`config.mk`:
```
export PLATFORM = sky130hd
export DESIGN_NAME = timer_event_queue
export DESIGN_NICKNAME = d
export VERILOG_FILES = /design/src/teq_pkg.sv /design/src/teq_ctrl.sv /design/src/teq_dp.sv /design/src/timer_event_queue.sv
export SDC_FILE = /design/constraint.sdc
export NUM_CORES = 2
export LEC_CHECK = 0
export BUFFER_PORTS_ARGS = -buffer_cell sky130_fd_sc_hd__buf_2
export CORE_MARGIN = 4
export CORE_UTILIZATION = 57
export DETAILED_ROUTE_END_ITERATION = 7
export PLACE_DENSITY = 0.84
export SKIP_CTS_REPAIR_TIMING = 1
export SYNTH_ARGS = -nofsm -noshare
export SYNTH_HDL_FRONTEND = slang
export SYNTH_SLANG_ARGS = --single-unit
export TNS_END_PERCENT = 50
```
`constraint.sdc`:
```
create_clock -name clk -period 6.43 [get_ports clk]
set_clock_uncertainty 0.1 [all_clocks]
set_input_delay 0.643 -clock clk [delete_from_list [all_inputs] [get_ports clk]]
set_output_delay 0.643 -clock clk [all_outputs]
set_load 0.01 [all_outputs]
```
`src/teq_pkg.sv`:
```
// ---------------------------------------------------------------------------
// teq_pkg: shared types and constants for the timer event queue
// Sizes, opcodes, error codes and the controller/datapath command struct.
// ---------------------------------------------------------------------------
`default_nettype none

package teq_pkg;

	localparam int MaxEvents    = 16;
	localparam int TimeBits     = 48;
	localparam int PriorityBits = 8;
	localparam int IdBits       = 4;
	localparam int SlotBits     = $clog2(MaxEvents);
	localparam int PeriodBits   = 31;
	localparam int CountBits    = 32;
	localparam int DueBits      = TimeBits + 1;

	localparam logic [1:0] OpCreate  = 2'd0;
	localparam logic [1:0] OpRemove  = 2'd1;
	localparam logic [1:0] OpGetNext = 2'd2;
	localparam logic [1:0] OpSetTime = 2'd3;

	localparam logic [1:0] ErrNone     = 2'd0;
	localparam logic [1:0] ErrOccupied = 2'd1;
	localparam logic [1:0] ErrEmpty    = 2'd2;

	// controller to datapath commands
	typedef struct packed {
		logic load;       // capture input word, do create/remove/set-time
		logic clr_scan;   // reset scan accumulators and slot index
		logic promote;    // pass: move due timers into ready set
		logic select;     // pass: find minimum ready key and idle minimum
		logic step;       // advance slot index
		logic pop;        // pop the chosen slot
		logic finish;     // load the result register
	} teq_cmd_t;

	// datapath to controller status
	typedef struct packed {
		logic is_getnext;
		logic last_slot;
		logic any_ready;
		logic popped;     // pop step of this word already done
	} teq_sts_t;

endpackage

`default_nettype wire

```
`src/teq_ctrl.sv`:
```
// ---------------------------------------------------------------------------
// teq_ctrl: sequencer of the timer event queue
// Runs one word through load, an optional promote pass, select passes, a pop for get-next, result.
// ---------------------------------------------------------------------------
`default_nettype none

module teq_ctrl import teq_pkg::*; (
	input  wire  logic     clk,
	input  wire  logic     arst_n,
	input  wire  logic     in_fire,
	input  wire  logic     out_free,
	input  wire  teq_sts_t sts,
	output teq_cmd_t       cmd,
	output logic           busy
);

	typedef enum logic [6:0] {
		StIdle    = 7'b0000001,
		StLoad    = 7'b0000010,
		StPromote = 7'b0000100,
		StPrep    = 7'b0001000,
		StSelect  = 7'b0010000,
		StPop     = 7'b0100000,
		StDone    = 7'b1000000
	} state_t;

	state_t state_q, state_d;

	// next state and commands
	always_comb begin
		state_d = state_q;
		cmd     = '0;
		case (state_q)
			StIdle: begin
				if (in_fire) begin
					cmd.load = 1'b1;
					state_d  = StLoad;
				end
			end
			StLoad: begin
				cmd.clr_scan = 1'b1;
				if (!sts.is_getnext) state_d = StPrep;
				else if (sts.any_ready) state_d = StPrep;
				else state_d = StPromote;
			end
			StPromote: begin
				cmd.promote = 1'b1;
				cmd.step    = 1'b1;
				if (sts.last_slot) state_d = StPrep;
			end
			StPrep: begin
				cmd.clr_scan = 1'b1;
				state_d      = StSelect;
			end
			StSelect: begin
				cmd.select = 1'b1;
				cmd.step   = 1'b1;
				if (sts.last_slot)
					state_d = (sts.is_getnext && !sts.popped) ? StPop : StDone;
			end
			StPop: begin
				cmd.pop = 1'b1;
				cmd.clr_scan = 1'b1;
				state_d = StSelect;
			end
			StDone: begin
				if (out_free) begin
					cmd.finish = 1'b1;
					state_d    = StIdle;
				end
			end
			default: state_d = StIdle;
		endcase
	end

	// hold state
	always_ff @(posedge clk or negedge arst_n) begin
		if (!arst_n) state_q <= StIdle;
		else state_q <= state_d;
	end

	assign busy = (state_q != StIdle);

endmodule

`default_nettype wire

```
`src/teq_dp.sv`:
```
// ---------------------------------------------------------------------------
// teq_dp: slot table and scan datapath of the timer event queue
// Holds the slots, walks them one per cycle, tracks minima, pops and
// reschedules the chosen event.
// ---------------------------------------------------------------------------
`default_nettype none

module teq_dp import teq_pkg::*; (
	input  wire  logic                    clk,
	input  wire  logic                    arst_n,
	input  wire  teq_cmd_t                cmd,
	input  wire  logic [1:0]              opcode,
	input  wire  logic [IdBits-1:0]       event_id,
	input  wire  logic [PeriodBits-1:0]   period,
	input  wire  logic [PriorityBits-1:0] priority_req,
	input  wire  logic                    continuous,
	input  wire  logic [TimeBits-1:0]     time_value,
	output teq_sts_t                      sts,
	output logic                          res_valid,
	output logic [IdBits-1:0]             res_id,
	output logic [PeriodBits-1:0]         res_idle,
	output logic [CountBits-1:0]          res_count,
	output logic [1:0]                    res_err
);

	localparam logic [PeriodBits-1:0] IdleMax = '1;

	logic [MaxEvents-1:0]    valid_q, ready_q;
	logic [DueBits-1:0]      due_q      [MaxEvents];
	logic [PriorityBits-1:0] prio_q     [MaxEvents];
	logic [PeriodBits-1:0]   period_q   [MaxEvents];
	logic [MaxEvents-1:0]    repeat_q;
	logic [CountBits-1:0]    arrival_q  [MaxEvents];
	logic [CountBits-1:0]    arr_cnt_q, rdy_cnt_q;
	logic [TimeBits-1:0]     now_q;

	logic [1:0]              op_q;
	logic                    popped_q;
	logic [1:0]              err_q;
	logic [SlotBits-1:0]     idx_q;
	logic                    found_q;
	logic [SlotBits-1:0]     pick_q;
	logic                    anyrdy_q;
	logic                    have_t_q;
	logic [DueBits-1:0]      min_due_q;
	logic                    o_valid_q;
	logic [IdBits-1:0]       o_id_q;

	// current slot view
	logic [DueBits-1:0]      c_due;
	logic                    c_vr, c_vt, c_before, in_range;
	logic [DueBits-1:0]      sched_due, idle_diff;

	assign in_range = ({1'b0, event_id} < (IdBits+1)'(MaxEvents));
	assign c_due    = due_q[idx_q];
	assign c_vr     = valid_q[idx_q] & ready_q[idx_q];
	assign c_vt     = valid_q[idx_q] & ~ready_q[idx_q];
	always_comb begin
		if (c_due != due_q[pick_q]) c_before = c_due < due_q[pick_q];
		else if (prio_q[idx_q] != prio_q[pick_q]) c_before = prio_q[idx_q] < prio_q[pick_q];
		else c_before = arrival_q[idx_q] < arrival_q[pick_q];
	end

	assign sts.is_getnext = (op_q == OpGetNext);
	assign sts.last_slot  = (idx_q == SlotBits'(MaxEvents-1));
	assign sts.any_ready  = |(valid_q & ready_q);
	assign sts.popped     = popped_q;

	assign sched_due = {1'b0, now_q} + DueBits'(period_q[pick_q]);
	assign idle_diff = min_due_q - {1'b0, now_q};

	// slot table and counters
	always_ff @(posedge clk or negedge arst_n) begin
		if (!arst_n) begin
			valid_q   <= '0;
			ready_q   <= '0;
			arr_cnt_q <= '0;
			rdy_cnt_q <= '0;
			now_q     <= '0;
			op_q      <= OpSetTime;
			err_q     <= ErrNone;
			popped_q  <= 1'b0;
		end else begin
			if (cmd.load) begin
				op_q     <= opcode;
				err_q    <= ErrNone;
				popped_q <= 1'b0;
				case (opcode)
					OpCreate: begin
						if (!in_range || valid_q[event_id[SlotBits-1:0]]) begin
							err_q <= ErrOccupied;
						end else begin
							valid_q[event_id[SlotBits-1:0]]  <= 1'b1;
							period_q[event_id[SlotBits-1:0]] <= period;
							prio_q[event_id[SlotBits-1:0]]   <= priority_req;
							repeat_q[event_id[SlotBits-1:0]] <= continuous;
							due_q[event_id[SlotBits-1:0]]    <=
								{1'b0, now_q} + DueBits'(period);
							arrival_q[event_id[SlotBits-1:0]] <= arr_cnt_q;
							arr_cnt_q <= arr_cnt_q + 1'b1;
							ready_q[event_id[SlotBits-1:0]]  <= (period == '0);
							if (period == '0) rdy_cnt_q <= rdy_cnt_q + 1'b1;
						end
					end
					OpRemove: begin
						if (!in_range || !valid_q[event_id[SlotBits-1:0]]) begin
							err_q <= ErrEmpty;
						end else begin
							valid_q[event_id[SlotBits-1:0]] <= 1'b0;
							ready_q[event_id[SlotBits-1:0]] <= 1'b0;
						end
					end
					OpSetTime: now_q <= time_value;
					default: ;
				endcase
			end
			// promote one due timer
			if (cmd.promote && c_vt && c_due <= {1'b0, now_q}) begin
				ready_q[idx_q] <= 1'b1;
				rdy_cnt_q      <= rdy_cnt_q + 1'b1;
			end
			// pop or requeue the chosen slot, once
			if (cmd.pop) begin
				popped_q <= 1'b1;
				if (found_q && !popped_q) begin
					if (repeat_q[pick_q]) begin
						due_q[pick_q]     <= sched_due;
						arrival_q[pick_q] <= arr_cnt_q;
						arr_cnt_q         <= arr_cnt_q + 1'b1;
						ready_q[pick_q]   <= (period_q[pick_q] == '0);
						if (period_q[pick_q] == '0) rdy_cnt_q <= rdy_cnt_q + 1'b1;
					end else begin
						valid_q[pick_q] <= 1'b0;
						ready_q[pick_q] <= 1'b0;
					end
				end
			end
		end
	end

	// scan accumulators; second select pass after pop computes idle time
	always_ff @(posedge clk or negedge arst_n) begin
		if (!arst_n) begin
			idx_q     <= '0;
			found_q   <= 1'b0;
			pick_q    <= '0;
			anyrdy_q  <= 1'b0;
			have_t_q  <= 1'b0;
			min_due_q <= '0;
			o_valid_q <= 1'b0;
			o_id_q    <= '0;
		end else begin
			if (cmd.load) begin
				o_valid_q <= 1'b0;
				o_id_q    <= '0;
			end
			if (cmd.pop && !popped_q && found_q) begin
				o_valid_q <= 1'b1;
				o_id_q    <= IdBits'(pick_q);
			end
			if (cmd.clr_scan) begin
				idx_q    <= '0;
				anyrdy_q <= 1'b0;
				have_t_q <= 1'b0;
				found_q  <= 1'b0;
			end else if (cmd.step) begin
				idx_q <= idx_q + 1'b1;
			end
			if (cmd.select) begin
				if (c_vr) begin
					anyrdy_q <= 1'b1;
					if (!found_q || c_before) begin
						pick_q  <= idx_q;
						found_q <= 1'b1;
					end
				end
				if (c_vt && (!have_t_q || c_due < min_due_q)) begin
					min_due_q <= c_due;
					have_t_q  <= 1'b1;
				end
			end
		end
	end

	// result word
	always_ff @(posedge clk) begin
		if (cmd.finish) begin
			res_valid <= o_valid_q;
			res_id    <= o_id_q;
			res_count <= rdy_cnt_q;
			res_err   <= err_q;
			if (anyrdy_q) res_idle <= '0;
			else if (!have_t_q) res_idle <= IdleMax;
			else if (min_due_q <= {1'b0, now_q}) res_idle <= '0;
			else if (idle_diff > DueBits'(IdleMax)) res_idle <= IdleMax;
			else res_idle <= idle_diff[PeriodBits-1:0];
		end
	end

endmodule

`default_nettype wire

```
`src/timer_event_queue.sv`:
```
// Create, remove and set-time words run through load, a select sweep and the
// result; get-next adds an optional promote sweep, a pop and a final sweep
// for the idle time, one slot per cycle. One word at a time: the next word
// is accepted only after the result is loaded, which waits out any output
// stall. Reset (arst_n low) empties the table and clears the time, arrival
// and ready counters at once; no clearing pass.
// ---------------------------------------------------------------------------
// timer_event_queue: top level of the sorted timer event queue
// Joins the sequencer, the slot datapath and an output register stage.
// ---------------------------------------------------------------------------
`default_nettype none

module timer_event_queue import teq_pkg::*; (
	input  wire  logic        clk,
	input  wire  logic        arst_n,
	input  wire  logic        s_tvalid,
	output logic              s_tready,
	// opcode[1:0] event_id[5:2] period[36:6] priority_req[44:37]
	// continuous[45] time_value[93:46], zero to 95
	input  wire  logic [95:0] s_tdata,
	output logic              m_tvalid,
	input  wire  logic        m_tready,
	// event_valid[0] event_id_out[4:1] idle_time[35:5] ready_count[67:36]
	// error_code[69:68], zero to 71
	output logic [71:0]       m_tdata
);

	teq_cmd_t cmd;
	teq_sts_t sts;
	logic     busy, in_fire, out_free;
	logic     rv;
	logic [IdBits-1:0]     rid;
	logic [PeriodBits-1:0] ridle;
	logic [CountBits-1:0]  rcnt;
	logic [1:0]            rerr;
	logic                  m_valid_q;

	assign s_tready = !busy;
	assign in_fire  = s_tvalid && s_tready;
	assign out_free = !m_valid_q || m_tready;

	teq_ctrl u_ctrl (
		.clk(clk), .arst_n(arst_n), .in_fire(in_fire), .out_free(out_free),
		.sts(sts), .cmd(cmd), .busy(busy)
	);

	teq_dp u_dp (
		.clk(clk), .arst_n(arst_n), .cmd(cmd),
		.opcode(s_tdata[1:0]), .event_id(s_tdata[5:2]), .period(s_tdata[36:6]),
		.priority_req(s_tdata[44:37]), .continuous(s_tdata[45]),
		.time_value(s_tdata[93:46]), .sts(sts),
		.res_valid(rv), .res_id(rid), .res_idle(ridle), .res_count(rcnt), .res_err(rerr)
	);

	// hold the result word until taken
	always_ff @(posedge clk or negedge arst_n) begin
		if (!arst_n) m_valid_q <= 1'b0;
		else if (cmd.finish) m_valid_q <= 1'b1;
		else if (m_tready) m_valid_q <= 1'b0;
	end

	assign m_tvalid = m_valid_q;
	assign m_tdata  = {2'b00, rerr, rcnt, ridle, rid, rv};

endmodule

`default_nettype wire

```
# After elaboration in Yosys (flattened, before gate mapping)
# Memories as Yosys holds them, arrays and structs flattened.
# Index checks and enable logic that the tools add are counted.
[totals]
regBits = 308
ramBits = 1920
inputBits = 100
out_inout_bits = 74
wordCells = 222
mem_count = 4
[memory_table]
columns = ["name", "depth", "width", "read_ports", "rd_ports_with_merged_regs", "write_ports", "line_no", "source"]
rows = [
  ["u_dp.due_q", 16, 49, 2, 0, 1, "teq_dp.sv:29", "logic [DueBits-1:0] due_q [MaxEvents];"],
  ["u_dp.arrival_q", 16, 32, 2, 0, 1, "teq_dp.sv:33", "logic [CountBits-1:0] arrival_q [MaxEvents];"],
  ["u_dp.period_q", 16, 31, 1, 0, 1, "teq_dp.sv:31", "logic [PeriodBits-1:0] period_q [MaxEvents];"],
  ["u_dp.prio_q", 16, 8, 2, 0, 1, "teq_dp.sv:30", "logic [PriorityBits-1:0] prio_q [MaxEvents];"],
]
[classes]
addsub = 6
magnitude_cmp = 13
n_eq_ne = 18
n_mux = 105
n_bitwise = 13
reduce_logical = 39
[ops]
columns = ["op", "count"]
rows = [
  ["32-bit two-way mux", 16],
  ["16-bit two-way mux", 13],
  ["48-bit by 31-bit adder with 49-bit output", 2],
  ["49-bit by 48-bit less-or-equal comparator with 1-bit output", 2],
  ["49-bit < comparator", 2],
  ["31-bit two-way mux", 3],
  ["16-bit bitwise AND", 5],
  ["32-bit by 1-bit adder with 32-bit output (second input constant)", 2],
  ["16-bit one-hot mux with 2 select lines", 2],
  ["31-bit zero test", 2],
  ["49-bit by 31-bit greater-than comparator with 1-bit output (second input constant)", 1],
  ["49-bit two-way mux", 1],
  ["49-bit inequality test", 1],
  ["49-bit OR reduction", 1],
  ["49-bit by 48-bit subtractor with 49-bit output", 1],
  ["16-bit bitwise mux", 3],
  ["1-bit two-way mux", 44],
  ["7-bit one-hot mux with 6 select lines", 1],
  ["7-bit two-way mux", 5],
  ["32-bit < comparator", 1],
  ["4-bit two-way mux", 8],
  ["16-bit inverter", 2],
  ["16-bit OR", 2],
  ["32-bit OR reduction", 1],
  ["34 further kinds", 73],
]

# Logic depth before layout (Yosys ltp)
[logic_depth]
depth_word = 15
mapped_depth = 21

# Modules after synthesis
# Synthesis repeated with hierarchy kept, for this count alone.
[hier_totals]
hier_cells = 7776
hier_area_um2 = 117151.1
[by_module_without_submodules]
columns = ["mod", "instances", "cells_each", "area_per_inst_um2"]
rows = [
  ["teq_dp", 1, 7698, 116506.7],
  ["teq_ctrl", 1, 69, 560.5],
  ["timer_event_queue", 1, 9, 83.8],
]

# Worst setup path before layout
# No wires, ideal clock.
[synth_timing]
kind = "flip-flop to flip-flop"
startpoint = "reg u_dp.pick_q[0]"
endpoint = "mem u_dp.arrival_q[14][0] (enable)"
setup_ps = 521
arrival_ps = 6048
setup_slack_ps = -239
path_stages_with_launch = 10
synth_period_minus_slack_ps = 6669
cell_sequence = "dfrtp_1 -> buf_6 -> mux4_2 -> mux4_2 -> and2_1 -> nand2_1 -> buf_1 -> buf_1 -> a21oi_1 -> nor2_1"
[synth_between]
elab_chain_cells = 9
elab_cells_between_ends = 10
cone_classes = "mux (8); reduce/logical (2)"
[synth_rtl]
columns = ["element", "line_no", "source"]
rows = [
  ["start: declaration", "teq_dp.sv:42", "logic [SlotBits-1:0] pick_q;"],
  ["start signal: assignment", "teq_dp.sv:173", "pick_q <= idx_q;"],
  ["1-bit binary-select mux with 4-bit select", "teq_dp.sv:126", "if (repeat_q[pick_q]) begin"],
  ["1-bit two-way mux (not written as such)", "teq_dp.sv:126", ""],
  ["1-bit two-way mux", "teq_dp.sv:126", ""],
  ["1-bit two-way mux", "teq_dp.sv:125", "if (found_q && !popped_q) begin"],
  ["1-bit two-way mux", "teq_dp.sv:123", "if (cmd.pop) begin"],
  ["1-bit logical AND (not written as such)", "teq_dp.sv:128", "arrival_q[pick_q] <= arr_cnt_q;"],
  ["1-bit two-way mux (not written as such)", "teq_dp.sv:128", ""],
  ["32-bit OR reduction (no source line)", "--", ""],
  ["4-bit two-way mux (no source line) / 1-bit two-way mux (equally long branches)", "--", ""],
  ["end: declaration", "teq_dp.sv:33", ""],
]
# Several ways; a longest one is shown, not always the timed one. The select of a mux whose other input is x is not followed.

# Worst setup path after layout
[layout_timing]
startpoint = "reg u_dp.pick_q[0]"
endpoint = "mem u_dp.due_q[4][37] in the netlist's numbering (data pin)"
[layout_between]
elab_chain_cells = 9
elab_cells_between_ends = 11
cone_classes = "add/sub (1); mux (7); reduce/logical (2); memory (1)"
[layout_rtl]
columns = ["element", "line_no"]
rows = [
  ["parallel branches: the longest is 8 deep, another holds 48-bit by 31-bit adder with 49-bit output", "--"],
  ["49-bit two-way mux (no source line) (*)", "--"],
  ["end: declaration", "teq_dp.sv:29"],
]
# Every way passes the cells marked *. The select of a mux whose other input is x is not followed.

==> flow_metrics.env <==
export IMPL_combPwrFrac_pct=20.7
export IMPL_num_io_pins=174
export IMPL_path_clk_slew_ps=70
export IMPL_syn_area_sq_um=105000
export IMPL_syn_inst=5751
export IMPL_worstMarginPinSlew_ps=1420
export IMPL_post_route_util_pct=64.8
export IMPL_cts_root_buf="clkbuf_16"
export IMPL_maxCapViolCount=0
export IMPL_synth_top_area_cell="edfxtp_1"
export IMPL_finalSetupViolCount=0
export IMPL_worstSetupEndpointType="flop"
export IMPL_worst_path_largest_cell_delay_ps=540
export IMPL_via_per_inst=7.47
export IMPL_failed_checks="negative hold slack"
export IMPL_timing_fmax_ghz=0.159
export IMPL_min_path_cells=3
export IMPL_vias=65394
export IMPL_critPathMaxFanout=20
export IMPL_p_leak_nw=39.8
export IMPL_synthDistinctLibCells=79
export IMPL_hp_class="in2reg"
export IMPL_yosys_warnings=0
export IMPL_ys_async_sr_fraction_pct=9.96
export IMPL_synth_enable_flop_cells=2006
export IMPL_synth_area_leaders="edfxtp_1, mux4_2, dfrtp_1"
export IMPL_hold_start="s_tdata[69]"
export IMPL_synth_seq_cells=2228
export IMPL_whs_ps=-10.3
export IMPL_grt_usage_pct=32.9
export IMPL_crit_type="reg2reg"
export IMPL_p_per_area_nw_per_um2=331
export IMPL_dp_hpwl_um=181000
export IMPL_area_growth_pct=12.8
export IMPL_min_period_ps=6300
export IMPL_antenna_left=0
export IMPL_cp_data_required_time_ps=6840
export IMPL_wl_per_cell_um=36.2
export IMPL_clock_latency_ps=900
export IMPL_status="finished with violations"
export IMPL_cts_tree="built"
export IMPL_final_hold_viol_count=1
export IMPL_dieArea_sq_um=192000
export IMPL_antenna_found_initial=27
export IMPL_die_y_um=438
export IMPL_clock_path_buffers=3
export IMPL_grt_max_degree=99
export IMPL_switching_share_pct=28.8
export IMPL_power_share_sequential_pct=45.4
export IMPL_finalNetCount=6452
export IMPL_syn_avg_cell_area_sq_um=18.3
export IMPL_arrival_ps=6720
export IMPL_grt_pass1_vias=66459
export IMPL_vdd_ir_drop_max_uv=370
export IMPL_core_area_sq_um=183000
export IMPL_min_to="u_dp.now_q[23]"
export IMPL_drive_above_1_share_pct=31.5
export IMPL_synth_top_area_share_pct=57.1
export IMPL_synth_seq_area_share_pct=62.4
export IMPL_final_cell_mix="edfxtp_1, mux4_2, ha_1"
export IMPL_p_int_w=0.0281
export IMPL_r2r_cells=19
export IMPL_worst_r2r_setup_slack_ps=130
export IMPL_start_kind="flop"
export IMPL_htreeDepth=4
export IMPL_worstPathCellList="mux4_2 -> mux4_2 -> and2_1 -> nand2_2 -> buf_4 -> buf_6 -> mux2_2 -> ha_1 -> o21a_1 -> o21ai_0 -> o21ai_1 -> a21oi_1 -> nor2_1 -> a21oi_1 -> o31ai_1 -> o22ai_1 -> buf_4 -> nor4_1 -> xnor2_2"
export IMPL_drt_iter0_drc=11030
export IMPL_floorplan_initialDensity_pct=57.5
export IMPL_core_rowCount=157
export IMPL_drc_errors=0
export IMPL_synth_ff_type="edfxtp_1"
export IMPL_grt_pass1_wl_um=458000
export IMPL_clkPwrFrac_pct=33.9
export IMPL_worstReg2RegEnd="u_dp.due_q[4][37]"
export IMPL_clock_sinks=2228
export IMPL_final_area_sq_um=119000
export IMPL_grt_overflow_total=0
export IMPL_cts_buffers=211
export IMPL_period_share_pct=98.0
export IMPL_finalMaxSlewViolations=0
export IMPL_die_w_um=438
export IMPL_drt_pass1_iterations=6
export IMPL_r2r_start="u_dp.pick_q[0]"
export IMPL_port_buffers=169
export IMPL_critPathSlowestCell="mux4_2"
export IMPL_totalWireLength_um=317000
export IMPL_layout_commonest_cell="edfxtp_1"
export IMPL_p_sw_w=0.0114
export IMPL_slew_headroom_pct=5.27
export IMPL_post_dp_cell_area_sq_um=111000
export IMPL_gp_congestion=0.958
## Yosys cell counts (all sizes together) (6+ instances only)
cell	instances
nand2b	27
nand3b	6
a31oi	27
and3	33
nor2	184
nand2	248
o21bai	10
mux2	100
o21ai	153
or3	8
a21o	74
clkbuf	207
buf	112
o31ai	9
o221ai	19
xor2	49
a41oi	32
a211oi	21
nor3	48
or2	11
o21a	27
nor2b	28
inv	212
or4	7
edfxtp	2006
nor4	34
a21oi	160
a31o	6
nand3	64
mux4	1064
ha	269
a22oi	7
xnor2	101
and2	17
o211ai	14
dfrtp	219
a221oi	6
nand4	59
## final cells by class
cell class	count	area, sq um
antenna	22	55.1
clock inverter	136	1820
tap	2464	3080
clock buffer	264	5600
inverter	212	796
sequential	2228	65800
fill	11359	64500
timing repair buffer	435	3810
multi-input combinational	2993	38000
## flip-flops by register name, indices dropped and copies added, names as in the netlist, 2 cells and up
register / count
u_dp.res_id: 4
u_dp.due_q: 784
u_dp.arrival_q: 512
u_dp.valid_q: 16
u_dp.ready_q: 16
u_dp.res_count: 32
u_dp.arr_cnt_q: 32
u_dp.now_q: 48
u_dp.res_err: 2
u_dp.idx_q: 4
u_dp.op_q: 2
u_dp.min_due_q: 49
u_dp.rdy_cnt_q: 32
u_dp.err_q: 2
u_dp.pick_q: 4
u_dp.o_id_q: 4
u_dp.period_q: 496
u_dp.repeat_q: 16
u_dp.res_idle: 31
u_ctrl.state_q: 7
u_dp.prio_q: 128
## cells by family after synthesis
family	after synthesis	synth area share (%)
DFF	2228	62.4
AOI/OAI and AO/OA	615	3.75
other	1	0.00356
adders and majority gates	271	3.23
and+or+nand+nor	786	3.56
muxes	1169	23.8
buffers and inverters	531	1.96
xor gates and xnor gates	150	1.25
## worst max path at each step
stage | startpoint | end | cells past startpoint
2_1_floorplan | u_dp.pick_q[0] | u_dp.arrival_q[14][0] | 9
3_3_place_gp | u_dp.pick_q[0] | u_dp.due_q[6][46] | 17
3_5_place_dp | u_dp.pick_q[0] | u_dp.due_q[8][38] | 18
4_1_cts | u_dp.pick_q[0] | u_dp.due_q[11][38] | 18
5_1_grt | u_dp.pick_q[0] | u_dp.due_q[4][37] | 19
6_report | u_dp.pick_q[0] | u_dp.due_q[4][37] | 19
## through the flow
step / TNS (ps) / worst slack [ps] / total power (W) / cells
after floorplan: -289900 / -239 / 0.0229 / 5752
after global placement: 0 / 172 / 0.0256 / 8289
after detailed placement: 0 / 63.8 / 0.0259 / 8289
after CTS: -10460 / -132 / 0.0392 / 8689
after global routing: -1400 / -91.1 / 0.0407 / 8745
final: 0 / 128 / 0.0394 / 8754
## power groups by stage
stage	Clock (W)	Sequential, W	Combinational, W
after floorplan	0	0.0180	0.00496
after global placement	0	0.0181	0.00749
after detailed placement	0	0.0182	0.00777
after CTS	0.0134	0.0179	0.00792
after global routing	0.0141	0.0179	0.00873
final	0.0134	0.0179	0.00817
## per-layer routing
| metal | vias to the layer above | global-route usage, % | share of wire [%] |
|---|---|---|---|
| li1 | 24620 | - | - |
| met1 | 33014 | 41.4 | 32 |
| met2 | 6190 | 51.9 | 48 |
| met3 | 1554 | 8.28 | 12 |
| met4 | 16 | 20.2 | 7.7 |
| met5 | - | 0 | 0.033 |
## worst max-delay path, delay by kind of cell, from the launching register on
family,cells,cell delay (ps)
compound gates,7,1310
flops,1,520
buf+inv,3,800
fa+ha+maj,1,390
mux,3,1410
simple gates,4,1030
xor+xnor,1,320
No activity file was read; power rests on OpenSTA's default activity.
